`config.mk`:
```
export PLATFORM = sky130hd
export DESIGN_NAME = ugcd_ram
export DESIGN_NICKNAME = d
export VERILOG_FILES = /design/src/sv/ugcd_ram.sv
export SDC_FILE = /design/constraint.sdc
export NUM_CORES = 1
export LEC_CHECK = 0
export ABC_AREA = 1
export BUFFER_PORTS_ARGS = -buffer_cell sky130_fd_sc_hd__buf_4
export CAP_MARGIN = 30
export CORE_MARGIN = 5
export CORE_UTILIZATION = 34
export CTS_BUF_LIST = sky130_fd_sc_hd__clkbuf_16
export CTS_CLUSTER_DIAMETER = 150
export DETAILED_ROUTE_END_ITERATION = 6
export PLACE_DENSITY = 0.55
export SLEW_MARGIN = 0
export SYNTH_ARGS = -nofsm -noshare
export SYNTH_HDL_FRONTEND = slang
export SYNTH_SLANG_ARGS = --single-unit
```
`constraint.sdc`:
```
create_clock -name clk_i -period 7.3 [get_ports clk_i]
set_clock_uncertainty 0.15 [all_clocks]
set_input_delay 0.365 -clock clk_i [delete_from_list [all_inputs] [get_ports clk_i]]
set_output_delay 0.365 -clock clk_i [all_outputs]
set_load 0.02 [all_outputs]
```
`src/sv/ugcd_ram.sv`:
```
`timescale 1ns / 1ps
// ----------------------------------------------------------------------------
// ugcd_ram: simple dual-port RAM
// One write port and one read port with registered read data.
// ----------------------------------------------------------------------------
module ugcd_ram #(
  parameter int unsigned WIDTH = 14,
  parameter int unsigned DEPTH = 64,
  parameter int unsigned AW    = 6
) (
  input  logic             clk_i,
  input  logic             we_i,
  input  logic [AW-1:0]    waddr_i,
  input  logic [WIDTH-1:0] wdata_i,
  input  logic [AW-1:0]    raddr_i,
  output logic [WIDTH-1:0] rdata_o
);

  logic [WIDTH-1:0] mem_q [DEPTH];
  logic [WIDTH-1:0] rdata_q;

  // Write port
  always_ff @(posedge clk_i) begin
    if (we_i) begin
      mem_q[waddr_i] <= wdata_i;
    end
  end

  // Registered read port
  always_ff @(posedge clk_i) begin
    rdata_q <= mem_q[raddr_i];
  end

  assign rdata_o = rdata_q;

endmodule

```
==> run_results.csv <==
group,metric,value,unit
run_status,status,"completed",
synthesis,yosysMostFrequentCell,"nand2_1",
layout,nets,3133,
placed_design,gp_congestion,0.822,
power,ir_drop,0.177,mV
placed_design,io_buffers,41,
routing,via_per_inst,5.14,
routing,dr.pass1.iters,5,
setup_path,crit_slowest_cell,"nor2_1",
layout,area_delta_synth_final,12.1,%
setup_path,critPathBufInv,4,
setup_path,critical_path.max_fanout,9,
setup_path,critPathMaxStageDelay,1.06,ns
synthesis,avgSynthCellArea,12.0,um2
layout,regArea,0.0272,mm2
routing,drc,0,
setup_path,path_delay_family,"simple AND/OR/NAND/NOR gates",
global_route,grt_pass1_wl,153,mm
layout,drive_above_1_share,8.29,%
synthesis,yosys.area.top_type,"edfxtp_1",
die,die_x,339,um
die,coreArea,0.108,mm2
timing,final.setup.tns,0,ns
setup_path,startpoint_type,"primary input",
routing,drt_wl_total,104,mm
setup_path,crit_arrival,3.46,ns
timing,holdWs,0.0520,ns
global_route,antenna_found_initial,5,
setup_path,cpMostUsedCell,"buf_4",
setup_path,crit_chain,"dlygate4sd3_1 > buf_4 > inv_1 > nand4_1 > nor2_1 > buf_4",
layout,fillers,10300,
clock_network,cts_tree,"done",
job,maxCapViolCount,0,
synthesis,syn_inst,3088,
synthesis,synth.yosys.seq_area_share,73.7,%
hold_path,hold_class,"in2reg",
timing,setup_viol,0,
routing,ant_nets,0,
layout,layout.cells.non_filler,4591,
routing,detail_route.iter0.violations,2382,
routing,num_vias,23600,
power,power_density,268,mW/mm2
timing,fin_crit,3.26,ns
clock_network,htreeDepth,3,
clock_network,numCtsBuffers,96,
placed_design,placed_area,0.0384,mm2
clock_network,clock_sinks,910,
timing,slew_violations,0,
die,dieHeight,339,um
setup_path,worstSetupEndpointType,"flop",
die,pin_count,42,
timing,finalHoldViolations,0,
die,dieArea,0.115,mm2
power,power,11.1,mW
synthesis,yosys_warnings,0,
clock_network,clock-root-buffer,"clkbuf_16",
clock_network,cts_buffer_depth,3,
global_route,grtUsageTotal,17.6,%
timing,slew_headroom,30.5,%
synthesis,synth.net_count,3116,
timing,worstMarginPinSlew,1.04,ns
synthesis,synth_area_leaders,"edfxtp_1, nand2_1, nand3_1",
clock_network,insertion_delay,0.67,ns
setup_path,worst_ep_required_time,7.50,ns
synthesis,synth-edff-count,896,
global_route,grt_overflow_total,0,
timing,max_freq,0.306,GHz
synthesis,synthArstFlopShare,0,%
setup_path,path_class,"in2reg",
die,start_util,34.3,%
timing,rsz0062_at_grt,"false",
placed_design,hpwlAfterDp,56.2,mm
synthesis,synthFlopType,"edfxtp_1",
die,fp-row-count,120,
synthesis,netlist_area,0.0369,mm2
placed_design,placed_cells,4408,
global_route,grt_pass1_vias,22000,
synthesis,synthTopCellsByCount,"nand2_1, edfxtp_1, nand3_1, buf_2, nor2_1",
layout,multi_input_area,0.00847,mm2
synthesis,synth_cell_types,17,
synthesis,synth_top_area_share,72.9,%
timing,timing.final.crit_share,44.7,%
synthesis,synth-seq-cells,910,
power,p_leak,14.7,nW
clock_network,post_cts_buffers,0,
clock_network,clk_transition_reported_paths,0.07,ns
global_route,grt_max_degree,198,
routing,wire_per_inst,22.8,um
layout,finish.instance_area,0.0414,mm2
==> flip-flops by register name, summed over array words and instances, names as in the netlist <==
name	flops
mem_q	896
rdata_o	14
==> per-stage QoR <==
| step | util (%) | setup WS, ns |
|---|---|---|
| 2_1_floorplan | - | 4.43 |
| 3_3_place_gp | 35.7 | 3.56 |
| 3_5_place_dp | 35.7 | 3.69 |
| 4_1_cts | 38.5 | 4.09 |
| 5_1_grt | 38.5 | 3.97 |
| 6_report | 38.5 | 4.04 |
==> final timing paths <==
path | start | slack [ns] | cells past startpoint | to
hold / removal | raddr_i[5] | 0.05 | 3 | rdata_o[3]$_DFF_P_
setup reg to reg | mem_q[54][5]$_DFFE_PP_ | 5.39 | 8 | rdata_o[5]$_DFF_P_
setup / recovery | waddr_i[0] | 4.04 | 6 | mem_q[18][8]$_DFFE_PP_
hold reg to reg | mem_q[28][0]$_DFFE_PP_ | 0.66 | 8 | rdata_o[0]$_DFF_P_
==> routing by layer <==
metal / track usage [%] / part of all wire, % / wire length, um
met5: 0 / 0 / 0
met4: 4.67 / 2.5 / 2600
met3: 3.58 / 7.7 / 8010
met1: 26.1 / 45 / 47400
met2: 26.5 / 44 / 46400
==> worst reg2reg max path: stages (launching register included) <==
cell and delay, ns:
edfxtp_1 0.36, nand2_1 0.07, nand3_1 0.09, nand3_1 0.17
nand2_1 0.11, nand2_1 0.07, nand3_1 0.25, nand3_1 0.43
nand2_1 0.12
==> cells in the final DEF (no fill, tap or decap), types with 2 or more instances in the layout <==
master | synthesis | routed
nand2_1 | 1134 | 1134
nand4_1 | 9 | 9
bufinv_16 | 0 | 5
dfxtp_1 | 14 | 14
buf_12 | 0 | 3
clkinv_1 | 0 | 26
diode_2 | 0 | 5
inv_2 | 1 | 2
clkinv_2 | 0 | 17
inv_1 | 9 | 30
clkbuf_16 | 0 | 96
buf_4 | 9 | 107
nor4_2 | 0 | 8
buf_8 | 1 | 2
clkinv_8 | 0 | 3
nor2_2 | 0 | 10
edfxtp_1 | 896 | 896
nand3_1 | 763 | 763
inv_6 | 0 | 3
nor2_1 | 56 | 46
==> logic make-up after synthesis <==
family,synth area share (%)
buffers and inverters,3.60
AND/OR/NAND/NOR,22.7
flip-flops,73.7
==> power breakdown <==
| group | internal (mW) | total [mW] | leakage [nW] | switching [mW] |
|---|---|---|---|---|
| Sequential | 5.78 | 5.81 | 8.18 | 0.0228 |
| Clock | 2.57 | 4.58 | 1.53 | 2.02 |
| Combinational | 0.160 | 0.709 | 5.03 | 0.549 |
| Total | 8.51 | 11.1 | 14.7 | 2.59 |
==> final cells by class <==
| class | instances | area share (%) |
|---|---|---|
| Inverter | 12 | 0.172 |
| Clock buffer | 96 | 5.81 |
| Tap cell | 1403 | 4.24 |
| Multi-Input combinational cell | 1970 | 20.5 |
| Clock inverter | 80 | 1.31 |
| Timing Repair Buffer | 115 | 2.28 |
| Sequential cell | 910 | 65.7 |
| Antenna cell | 5 | 0.0302 |
==> what timing repair did <==
action | 4_1_cts | 5_1_grt
hold endpoints to repair | 1 | 0
gates resized for setup | 0 | 0
hold buffers | 1 | 0
(Power assumes the default switching activity.)
