## src/sv/ugcd_pkg.sv

```systemverilog
`timescale 1ns / 1ps
// ----------------------------------------------------------------------------
// ugcd_pkg: shared definitions for the undirected graph cycle detector
// Widths, operation and status codes, register map and search response type.
// ----------------------------------------------------------------------------
package ugcd_pkg;

  // Field widths
  localparam int unsigned NODE_W   = 7;
  localparam int unsigned EDGE_W   = 2 * NODE_W;
  localparam int unsigned STATUS_W = 2;
  localparam int unsigned DATA_W   = 32;
  localparam int unsigned ADDR_W   = 3;
  localparam int unsigned REG_W    = ADDR_W - 2;

  // Largest node number a node field can carry
  localparam int unsigned NODE_MAX = (1 << NODE_W) - 1;

  // Parameter defaults
  localparam int unsigned DEF_MAX_NODES = 64;
  localparam int unsigned DEF_MAX_EDGES = 256;

  // Register map and reset values
  localparam logic [REG_W-1:0]  REG_NODE_COUNT = 1'b0;
  localparam logic [NODE_W-1:0] NODE_COUNT_RST = 7'd64;

  // Operation codes
  localparam logic OP_ADD_EDGE = 1'b0;
  localparam logic OP_DETECT   = 1'b1;

  // Status codes
  localparam logic [STATUS_W-1:0] STAT_OK       = 2'd0;
  localparam logic [STATUS_W-1:0] STAT_OVERFLOW = 2'd1;
  localparam logic [STATUS_W-1:0] STAT_RANGE    = 2'd2;

  // Search engine response
  typedef struct packed {
    logic done;
    logic cycle;
  } srch_rsp_t;

  // Highest node number that is searched for a given node capacity
  function automatic int unsigned live_cap(input int unsigned max_nodes);
    return (max_nodes < NODE_MAX) ? max_nodes : NODE_MAX;
  endfunction

endpackage

```

## src/sv/ugcd_ram.sv

```systemverilog
`timescale 1ns / 1ps
// ----------------------------------------------------------------------------
// ugcd_ram: simple dual-port RAM
// One write port and one read port with registered read data.
// ----------------------------------------------------------------------------
module ugcd_ram #(
  parameter int unsigned WIDTH = 14,
  parameter int unsigned DEPTH = 64,
  parameter int unsigned AW    = 6
) (
  input  logic             clk_i,
  input  logic             we_i,
  input  logic [AW-1:0]    waddr_i,
  input  logic [WIDTH-1:0] wdata_i,
  input  logic [AW-1:0]    raddr_i,
  output logic [WIDTH-1:0] rdata_o
);

  logic [WIDTH-1:0] mem_q [DEPTH];
  logic [WIDTH-1:0] rdata_q;

  // Write port
  always_ff @(posedge clk_i) begin
    if (we_i) begin
      mem_q[waddr_i] <= wdata_i;
    end
  end

  // Registered read port
  always_ff @(posedge clk_i) begin
    rdata_q <= mem_q[raddr_i];
  end

  assign rdata_o = rdata_q;

endmodule

```

## src/sv/ugcd_search.sv

```systemverilog
`timescale 1ns / 1ps
// ----------------------------------------------------------------------------
// ugcd_search: breadth-first search engine
// Clears the visited marks in one pass, walks every unvisited start node,
// queues (node, parent) pairs and scans the edge store once per dequeued node
// through one shared compare unit. Visited marks live in a small RAM.
// ----------------------------------------------------------------------------
module ugcd_search #(
  parameter int unsigned MAX_NODES = ugcd_pkg::DEF_MAX_NODES,
  parameter int unsigned MAX_EDGES = ugcd_pkg::DEF_MAX_EDGES,
  localparam int unsigned ET_W = $clog2(MAX_EDGES + 1),
  localparam int unsigned EA_W = (MAX_EDGES > 1) ? $clog2(MAX_EDGES) : 1
) (
  input  logic                         clk_i,
  input  logic                         rst_ni,
  input  logic                         go_i,
  input  logic [ugcd_pkg::NODE_W-1:0]  node_live_i,
  input  logic [ET_W-1:0]              edge_total_i,
  output logic [EA_W-1:0]              edge_raddr_o,
  input  logic [ugcd_pkg::EDGE_W-1:0]  edge_rdata_i,
  output logic                         busy_o,
  output ugcd_pkg::srch_rsp_t          rsp_o
);

  import ugcd_pkg::*;

  localparam int unsigned VIS_N  = live_cap(MAX_NODES) + 1;
  localparam int unsigned VIS_AW = $clog2(VIS_N);

  localparam logic [3:0] ST_IDLE  = 4'd0;
  localparam logic [3:0] ST_CLEAR = 4'd1;
  localparam logic [3:0] ST_START = 4'd2;
  localparam logic [3:0] ST_CHECK = 4'd3;
  localparam logic [3:0] ST_POP   = 4'd4;
  localparam logic [3:0] ST_NODE  = 4'd5;
  localparam logic [3:0] ST_EREAD = 4'd6;
  localparam logic [3:0] ST_EPROC = 4'd7;
  localparam logic [3:0] ST_EVIS  = 4'd8;

  logic [3:0]        state_q, state_d;
  logic [NODE_W:0]   start_q, start_d;
  logic [VIS_AW-1:0] head_q, head_d, tail_q, tail_d;
  logic [NODE_W-1:0] node_q, node_d, par_q, par_d, nb_q, nb_d;
  logic [ET_W-1:0]   eidx_q, eidx_d;

  logic              q_we;
  logic [VIS_AW-1:0] q_waddr;
  logic [EDGE_W-1:0] q_wdata;
  logic [EDGE_W-1:0] q_rdata;

  logic              v_we;
  logic [VIS_AW-1:0] v_waddr;
  logic              v_wdata;
  logic [VIS_AW-1:0] v_raddr;
  logic              v_rdata;

  logic [NODE_W-1:0] edge_a, edge_b, nb;
  logic              in_range, hit_a, hit;

  // Queue of (node, parent) pairs
  ugcd_ram #(
    .WIDTH (EDGE_W),
    .DEPTH (VIS_N),
    .AW    (VIS_AW)
  ) u_queue (
    .clk_i   (clk_i),
    .we_i    (q_we),
    .waddr_i (q_waddr),
    .wdata_i (q_wdata),
    .raddr_i (head_q),
    .rdata_o (q_rdata)
  );

  // Visited marks, one bit per node
  ugcd_ram #(
    .WIDTH (1),
    .DEPTH (VIS_N),
    .AW    (VIS_AW)
  ) u_visited (
    .clk_i   (clk_i),
    .we_i    (v_we),
    .waddr_i (v_waddr),
    .wdata_i (v_wdata),
    .raddr_i (v_raddr),
    .rdata_o (v_rdata)
  );

  // Shared compare unit: decide which neighbor an edge gives the current node
  assign edge_a   = edge_rdata_i[EDGE_W-1:NODE_W];
  assign edge_b   = edge_rdata_i[NODE_W-1:0];
  assign in_range = (edge_a != '0) && (edge_b != '0) &&
                    (edge_a <= node_live_i) && (edge_b <= node_live_i);
  assign hit_a    = (edge_a == node_q);
  assign hit      = in_range && (hit_a || (edge_b == node_q));
  assign nb       = hit_a ? edge_b : edge_a;

  assign edge_raddr_o = eidx_q[EA_W-1:0];
  assign busy_o       = (state_q != ST_IDLE);

  // Sequencer
  always_comb begin
    state_d = state_q;
    start_d = start_q;
    head_d  = head_q;
    tail_d  = tail_q;
    node_d  = node_q;
    par_d   = par_q;
    nb_d    = nb_q;
    eidx_d  = eidx_q;
    q_we    = 1'b0;
    q_waddr = tail_q;
    q_wdata = {nb_q, node_q};
    v_we    = 1'b0;
    v_waddr = nb_q[VIS_AW-1:0];
    v_wdata = 1'b1;
    v_raddr = start_q[VIS_AW-1:0];
    rsp_o   = '0;
    unique case (state_q)
      ST_IDLE: begin
        if (go_i) begin
          start_d = (NODE_W + 1)'(1);
          state_d = ST_CLEAR;
        end
      end
      // drop the marks of nodes 1..node_live, one per cycle
      ST_CLEAR: begin
        if (start_q > {1'b0, node_live_i}) begin
          start_d = (NODE_W + 1)'(1);
          state_d = ST_START;
        end else begin
          v_we    = 1'b1;
          v_waddr = start_q[VIS_AW-1:0];
          v_wdata = 1'b0;
          start_d = start_q + 1'b1;
        end
      end
      // read the mark of the next start node
      ST_START: begin
        if (start_q > {1'b0, node_live_i}) begin
          rsp_o.done = 1'b1;
          state_d    = ST_IDLE;
        end else begin
          state_d = ST_CHECK;
        end
      end
      ST_CHECK: begin
        if (v_rdata) begin
          start_d = start_q + 1'b1;
          state_d = ST_START;
        end else begin
          q_we    = 1'b1;
          q_waddr = '0;
          q_wdata = {start_q[NODE_W-1:0], {NODE_W{1'b0}}};
          v_we    = 1'b1;
          v_waddr = start_q[VIS_AW-1:0];
          head_d  = '0;
          tail_d  = VIS_AW'(1);
          state_d = ST_POP;
        end
      end
      ST_POP: begin
        if (head_q == tail_q) begin
          start_d = start_q + 1'b1;
          state_d = ST_START;
        end else begin
          head_d  = head_q + 1'b1;
          state_d = ST_NODE;
        end
      end
      ST_NODE: begin
        node_d  = q_rdata[EDGE_W-1:NODE_W];
        par_d   = q_rdata[NODE_W-1:0];
        eidx_d  = '0;
        state_d = ST_EREAD;
      end
      ST_EREAD: begin
        if (eidx_q == edge_total_i) begin
          state_d = ST_POP;
        end else begin
          eidx_d  = eidx_q + 1'b1;
          state_d = ST_EPROC;
        end
      end
      // hold the neighbor and read its mark
      ST_EPROC: begin
        v_raddr = nb[VIS_AW-1:0];
        nb_d    = nb;
        state_d = hit ? ST_EVIS : ST_EREAD;
      end
      ST_EVIS: begin
        state_d = ST_EREAD;
        if (!v_rdata) begin
          q_we   = 1'b1;
          tail_d = tail_q + 1'b1;
          v_we   = 1'b1;
        end else if (nb_q != par_q) begin
          rsp_o.done  = 1'b1;
          rsp_o.cycle = 1'b1;
          state_d     = ST_IDLE;
        end
      end
      default: begin
        state_d = ST_IDLE;
      end
    endcase
  end

  // Control state
  always_ff @(posedge clk_i or negedge rst_ni) begin
    if (!rst_ni) begin
      state_q <= ST_IDLE;
    end else begin
      state_q <= state_d;
    end
  end

  // Search counters and current node
  always_ff @(posedge clk_i) begin
    start_q <= start_d;
    head_q  <= head_d;
    tail_q  <= tail_d;
    node_q  <= node_d;
    par_q   <= par_d;
    nb_q    <= nb_d;
    eidx_q  <= eidx_d;
  end

endmodule

```

## config.mk

```make
export PLATFORM = sky130hd
export DESIGN_NAME = ugcd_search
export DESIGN_NICKNAME = d
export VERILOG_FILES = /design/src/sv/ugcd_pkg.sv /design/src/sv/ugcd_ram.sv /design/src/sv/ugcd_search.sv
export SDC_FILE = /design/constraint.sdc
export NUM_CORES = 1
export LEC_CHECK = 0
export BUFFER_PORTS_ARGS = -buffer_cell sky130_fd_sc_hd__buf_2
export CORE_UTILIZATION = 36
export DETAILED_ROUTE_END_ITERATION = 16
export PLACE_DENSITY_LB_ADDON = 0.08
export SETUP_SLACK_MARGIN = 0.02
export SYNTH_ARGS = -nofsm -noshare
export SYNTH_HDL_FRONTEND = slang
export SYNTH_SLANG_ARGS = --single-unit
```

## constraint.sdc

```tcl
create_clock -name clk_i -period 5.18 [get_ports clk_i]
set_clock_uncertainty 0.1 [all_clocks]
set_input_delay 0.777 -clock clk_i [delete_from_list [all_inputs] [get_ports clk_i]]
set_output_delay 0.777 -clock clk_i [all_outputs]
set_load 0.005 [all_outputs]
```

==> run summary, run 1 <==
CP peak stage delay -> 0.57 ns
Fill cells -> 10,200
Setup TNS -> 0 ns
Critical path capture point type -> register
Multi-input gate area -> 10,600 um^2
Final-report setup violation count -> 0
Drt total wl -> 111,000 um
Yosys Warn Count -> 0
Async set-reset flop share out of synthesis -> 0.382%
Period utilization -> 80.7%
Compound-cell area share of the yosys netlist -> 1.66%
Die W -> 345 um
Iteration-0 DRC Markers -> 1,877
RSZ-0062 raised after global routing -> no
Cell taking the most area after synthesis -> edfxtp_1
Xor/xnor share of the synthesized area -> 1.20%
Largest family of logic cells by synthesized area -> multiplexers
Die Ht -> 345 um
Switching Fraction -> 29.7%
CP top delay family -> compound AO/OA/AOI/OAI gates
Design area -> 48,500 um^2
Mean Syn Cell Area -> 20.2 um^2
Total gr overflow -> 0
GP Congestion -> 0.811
Clock latency on the worst-skew pair -> 0.69 ns
Final net count -> 2,299
Post-Synthesis Cells -> 2,096
H-tree depth -> 3
Synth area leaders -> edfxtp_1, mux4_2, nor2_1, ha_1, xnor2_1
CP Cell Sequence -> ha_1 -> nor2b_1 -> o21a_1 -> o21a_1 -> o21ai_1 -> nand2b_1 -> a211oi_1 -> o21a_1 -> clkinv_1 -> buf_4 -> a21boi_0 -> o22ai_1 -> a21oi_1
Global-route wire length before repair -> 159,000 um
Initial core utilization -> 36.4%
Unique cell type count in the Yosys netlist -> 70
HPWL after DPL -> 65,400 um
Hold Crit Class -> register to register
Synth Area in Simple Gates -> 4.25%
Post-Syn Area -> 42,300 um^2
Pwr/cell area -> 516 nW/um^2
Synth top area share -> 72.8%
Status -> complete, no violations
CTS Buf Count -> 110
Final min period -> 4.18 ns
Initial antenna violation count -> 2
Max Fclk -> 0.239 GHz
Sequential fraction of design power -> 42.3%
Count of max-cap constraint violations -> 0
Overall Global Routing Usage -> 18.8%
Via count -> 20,800
Register area -> 31,200 um^2
Share of layout cells above drive strength 1 -> 28.6%
Worst-path fanout max -> 17
Largest net degree at the start of global routing -> 75
Post-Syn Nets -> 2,154
Die area -> 119,000 um^2
Core ar. -> 116,000 um^2
Vias/cell -> 5.40
Most frequent CP cell -> o21a_1
Buffer count from post-CTS setup fixing -> 0
Worst EP required -> 5.45 ns
DR DRC count -> 0
Worst-Margin Slew -> 0.948 ns
Most common flop cell mapped by yosys -> edfxtp_1
# resized after CTS -> 0
Final Hold Fails -> 0
Area grow syn2layout -> 14.6%
Pins over their slew limit -> 0
1st-pass router iterations -> 5
Internal Power -> 0.0176 W
Area post-placement -> 44,900 um^2
Synth Area in Adders -> 0.739%
Maximum vdd ir drop -> 0.281 mV
Rel. slew slack -> 36.8%
Drt wl/cell -> 28.7 um
NetSw -> 0.00743 W
Worst-case clock buffer depth -> 3
Total leakage power -> 15.3 nW
Vias in the first global route -> 21,300
Num ports -> 44
Port bufs -> 43
Post-synthesis sequential area ratio -> 73.8%
CP Buf/Inv Count -> 2
Clk slew on worst S/H paths -> 0.06 ns
Comb pwr share -> 25.7%
Clock power frac -> 32.0%
Critical-path top delay cell -> edfxtp_1
Clock Sinks -> 1,046
Std-Cell Rows -> 125
TritonCTS clock tree -> yes
Hold_buf cts -> 1
Inst Count DP -> 3,652
WP data arrival -> 4.45 ns
Multiplexer share of the synthesized area -> 16.9%
Count of flip-flops with a built-in enable after synthesis -> 1,027
Final Core Density -> 41.7%
Root Buffer -> clkbuf_16
Post-route ant nets -> 0
Worst Setup Path Type -> register to register
Final non-filler cell total -> 3,857
FF+latch count, synth -> 1,046
CP startpoint kind -> register
[path summary, 6_finish.rpt]
kind / start / endpoint / slack (ns) / cells after the start
worst min-delay path: u_queue.rdata_o[1]$_DFF_P_ / par_q[1]$_DFFE_PP_ / 0.30 / 0
worst max register to register: start_q[1]$_DFFE_PP_ / u_visited.mem_q[64]$_DFFE_PP_ / 1.0 / 13
max in group asynchronous: rst_ni / state_q[2]$_DFFE_PN0P_ / 4.47 / 2
min in group asynchronous: rst_ni / state_q[1]$_DFFE_PN0P_ / 0.37 / 2
worst min register to register: u_queue.rdata_o[1]$_DFF_P_ / par_q[1]$_DFFE_PP_ / 0.30 / 0
worst max-delay path: start_q[1]$_DFFE_PP_ / u_visited.mem_q[64]$_DFFE_PP_ / 1.0 / 13
[Yosys cell counts, types with 18 or more instances]
cell type,count
xor2_1,23
inv_1,18
a21oi_1,26
xnor2_1,35
clkbuf_1,51
mux4_2,294
ha_1,25
buf_1,18
mux2i_1,22
nand3_1,29
nor3_1,26
edfxtp_1,1027
mux2_2,26
o21ai_0,18
buf_2,26
nand2_1,66
nor2_1,172
[cell type report]
cell class | instances | share of cell area (%)
multi-input cells | 917 | 21.8
well taps | 1524 | 3.93
clock inverters | 64 | 1.42
diodes | 2 | 0.0103
repair buffers | 147 | 2.24
clock buffers | 138 | 6.13
flip-flops and latches | 1046 | 64.4
inverters | 19 | 0.147
[power by group through the flow]
stage / Sequential, W / Clock (W) / Combinational, W
2_1_floorplan: 0.0106 / 0 / 0.00432
3_3_place_gp: 0.0108 / 0 / 0.00647
3_5_place_dp: 0.0108 / 0 / 0.00656
4_1_cts: 0.0106 / 0.00820 / 0.00657
5_1_grt: 0.0106 / 0.00849 / 0.00688
6_report: 0.0106 / 0.00801 / 0.00642
[cell families (layout without fill, tap and decap cells)]
family,Yosys count,in the layout
DFF,1046,1046
and+or+nand+nor,386,386
muxes,343,343
buffers and inverters,133,368
AOI/OAI and AO/OA,105,105
xor gates and xnor gates,58,58
adders and majority gates,25,25
other,0,2
[routing by layer]
layer  track usage [%]  part of all wire, %  vias up
met5                 0                    0        -
met4              4.41                  1.7        0
met3              2.67                  4.4      136
met2              30.7                   49      477
met1              26.8                   45    11300
li1                  -                    -     8891
[cells in the final DEF (no fill, tap or decap), drive strengths merged, types with 4 or more instances in the layout]
cell type  instances
a211oi            10
a21o               5
a21oi             29
a31oi              5
and2              13
and3              12
buf              146
bufinv            14
clkbuf           138
clkinv            45
clkinvlp           4
dfrtp              4
dfxtp             15
edfxtp          1027
ha                25
inv               20
mux2              27
mux2i             22
mux4             294
nand2             67
nand2b            13
nand3             30
nand4             10
nand4b             4
nor2             173
nor2b              9
nor3              26
nor4              12
o21a               5
o21ai             19
o22ai             10
or3                4
or4                4
xnor2             35
xor2              23
[stage by stage]
step	hold WS (ns)	total power, W	setup slack (ns)
after floorplan	0.286	0.0149	0.637
after global placement	0.290	0.0172	0.783
after detailed placement	0.289	0.0173	0.722
after CTS	0.303	0.0254	1.02
after global routing	0.310	0.0260	0.666
final	0.301	0.0250	0.999
[worst reg2reg max path, delay by kind of cell (launching register included)]
family,cells,cell delay (ns)
and+or+nand+nor,2,0.21
buffers and inverters,2,0.42
DFF,1,0.57
AOI/OAI and AO/OA,8,2.20
adders and majority gates,1,0.37
[flip-flops by register name (all words and copies together), names as in the netlist, 4 cells and up]
| signal | count |
|---|---|
| node_q | 7 |
| state_q | 4 |
| nb_q | 7 |
| u_visited.mem_q | 65 |
| u_queue.rdata_o | 14 |
| head_q | 7 |
| start_q | 8 |
| tail_q | 7 |
| par_q | 7 |
| u_queue.mem_q | 910 |
| eidx_q | 9 |
(Power assumes the default switching activity.)
==> run 2: changes to the inputs <==
==> constraint.sdc (replaced) <==
create_clock -name clk_i -period 3.5 [get_ports clk_i]
set_clock_uncertainty 0.1 [all_clocks]
set_input_delay 0.525 -clock clk_i [delete_from_list [all_inputs] [get_ports clk_i]]
set_output_delay 0.525 -clock clk_i [all_outputs]
set_load 0.005 [all_outputs]
==> run 2 against run 1 <==
Setup slack worse by 0.92 ns. Highest routed layer unchanged. Clock-buffer cell count is 7 higher. Non-clock buffer count is 81 higher. Core utilization is 0.83 points higher. Design area is 2.0% higher.
==> run summary, run 2 (synthesized netlist as in run 1, its figures left out) <==
Std-Cell Rows -> 125 (unchanged)
Critical path capture point type -> primary output (was register)
Iteration-0 DRC Markers -> 1,647 (was 1,877)
Worst Setup Path Type -> register to primary output (was register to register)
Area grow syn2layout -> 16.9% (was 14.6%)
Drt total wl -> 111,000 um (about the same)
Global-route wire length before repair -> 160,000 um (was 159,000 um)
Reg2Reg Depth -> 13 (unchanged)
GP Congestion -> 0.804 (was 0.811)
Largest net degree at the start of global routing -> 66 (was 75)
H-tree depth -> 3 (unchanged)
Num ports -> 44 (unchanged)
CTS Buf Count -> 113 (was 110)
Maximum vdd ir drop -> 0.365 mV (was 0.281 mV)
1st-pass router iterations -> 5 (unchanged)
R2R Setup Slk -> 0.15 ns (was 1.0 ns)
Most frequent cells in the layout -> edfxtp_1, mux4_2, nor2_1 (unchanged)
Clock Sinks -> 1,046 (unchanged)
Post-route ant nets -> 0 (unchanged)
Die Ht -> 345 um (unchanged)
Worst setup endpoint -> rsp_o[1] (was u_visited.mem_q[64]$_DFFE_PP_)
Power, Total -> 0.0378 W (was 0.0250 W)
HPWL after DPL -> 69,600 um (was 65,400 um)
Worst-Margin Slew -> 1.13 ns (was 0.948 ns)
WP data arrival -> 2.79 ns (was 4.45 ns)
Port bufs -> 43 (unchanged)
Pins over their slew limit -> 0 (unchanged)
RSZ-0062 raised after global routing -> yes (was no)
Count of max-cap constraint violations -> 0 (unchanged)
Worst-case clock buffer depth -> 3 (unchanged)
Total gr overflow -> 0 (unchanged)
Vias/cell -> 5.40 (about the same)
Total leakage power -> 15.8 nW (was 15.3 nW)
Final Hold Fails -> 0 (unchanged)
Worst slack, placed -> -0.257 ns (was 0.722 ns)
Max reg flops -> 910 (unchanged)
Clk slew on worst S/H paths -> 0.06 ns (about the same)
DR DRC count -> 0 (unchanged)
CP startpoint kind -> register (unchanged)
Most common cell after layout, fill and taps aside -> edfxtp_1 (unchanged)
Setup TNS -> 0 ns (unchanged)
Fill cells -> 10,200 (about the same)
Via count -> 21,300 (was 20,800)
Overall Global Routing Usage -> 18.9% (was 18.8%)
Core ar. -> 116,000 um^2 (unchanged)
Register area -> 31,200 um^2 (unchanged)
Worst-path fanout max -> 2 (was 17)
Final net count -> 2,383 (was 2,299)
Critical-path top delay cell -> edfxtp_1 (unchanged)
Worst hold slack -> 0.0941 ns (was 0.301 ns)
Rel. slew slack -> 24.5% (was 36.8%)
Hold Crit Class -> input port to asynchronous set/reset pin (was register to register)
TritonCTS clock tree -> yes (unchanged)
Vias in the first global route -> 21,500 (was 21,300)
Most frequent CP cell -> o21a_1 (unchanged)
Multi-input gate area -> 10,600 um^2 (about the same)
Max Fclk -> 0.293 GHz
Die area -> 119,000 um^2 (unchanged)
Status -> complete, no violations (unchanged)
Period utilization -> 97.6%
Share of layout cells above drive strength 1 -> 31.1% (was 28.6%)
Final min period -> 3.42 ns
CP peak stage delay -> 0.40 ns (was 0.57 ns)
Worst setup margin -> 0.0835 ns (was 0.999 ns)
Drt wl/cell -> 28.2 um (was 28.7 um)
Root Buffer -> clkbuf_16 (unchanged)
Initial antenna violation count -> 7 (was 2)
Worst reg2reg endpoint -> u_visited.mem_q[6]$_DFFE_PP_ (was u_visited.mem_q[64]$_DFFE_PP_)
Clock latency on the worst-skew pair -> 0.70 ns (was 0.69 ns)
Worst setup path startpoint -> start_q[1]$_DFFE_PP_ (unchanged)
Worst EP required -> 2.87 ns (was 5.45 ns)
Initial core utilization -> 36.4% (unchanged)
Final-report setup violation count -> 0 (unchanged)
FF-to-FF Start -> start_q[1]$_DFFE_PP_ (unchanged)
Largest Register -> u_queue.mem_q (unchanged)
Pwr/cell area -> 764 nW/um^2 (was 516 nW/um^2)
CP Cell Sequence -> ha_1 -> nor2b_1 -> o21a_1 -> o21a_1 -> o21ai_1 -> nand2b_1 -> a211oi_2 -> o21bai_1 -> a31o_2 -> buf_6 (was ha_1 -> nor2b_1 -> o21a_1 -> o21a_1 -> o21ai_1 -> nand2b_1 -> a211oi_1 -> o21a_1 -> clkinv_1 -> buf_4 -> a21boi_0 -> o22ai_1 -> a21oi_1)
Die W -> 345 um (unchanged)
run 2: layout make-up:
type / count / share of cell area [%]
Antenna cell: 1 / 0.00506
Inverter: 19 / 0.144
Multi-Input combinational cell: 917 / 21.4
Sequential cell: 1046 / 63.1
Clock buffer: 145 / 6.06
Clock inverter: 59 / 1.41
Tap cell: 1524 / 3.85
Timing Repair Buffer: 228 / 4.02
run 2: worst min-delay path by stage:
stage / endpoint / slack [ns] / depth (start not counted) / start
after floorplan: state_q[0]$_DFFE_PN0P_ / 0.13 / 0 / rst_ni
after global placement: state_q[0]$_DFFE_PN0P_ / 0.23 / 1 / rst_ni
after detailed placement: state_q[1]$_DFFE_PN0P_ / 0.23 / 1 / rst_ni
after CTS: state_q[2]$_DFFE_PN0P_ / 0.05 / 2 / rst_ni
after global routing: state_q[3]$_DFFE_PN0P_ / 0.08 / 2 / rst_ni
final: state_q[0]$_DFFE_PN0P_ / 0.09 / 2 / rst_ni
run 2: metal layers:
metal  track usage [%]  share of wire [%]  wire (um)  vias to the layer above
met5                 0                  0          0                        -
met4              4.75                1.9       2150                        0
met3              2.41                4.2       4630                      131
met2              29.5                 47      51900                      522
met1              28.1                 47      52500                    11600
li1                  -                  -          -                     9062
run 2: through the flow:
stage                     area, um^2  utilization (%)  instances
after global routing           49500             42.5       3938
final                          49500             42.5       3939
after detailed placement       45700             39.3       3732
after CTS                      49500             42.5       3938
after global placement         45700             39.3       3732
after floorplan                42300                -       2096
run 2: critical path: cells and delay by family, from the launching register on:
kind            cells  cell delay (ns)
buf+inv             1             0.12
compound gates      6             1.05
simple gates        2             0.23
flops               1             0.40
fa+ha+maj           1             0.30
run 2: timing repair:
item / 4_1_cts / 5_1_grt
pin swaps: 2 / 0
buffers inserted: 1 / 0
endpoints found under the hold margin: 4 / 0
resized for setup: 1 / 7
endpoints found under the setup margin: 3 / 24
hold buffers: 1 / 0
run 2: report_power, final:
group,internal [W],switching (W)
sequential,0.0152,0.000279
combinational,0.00435,0.00607
clock,0.00705,0.00487
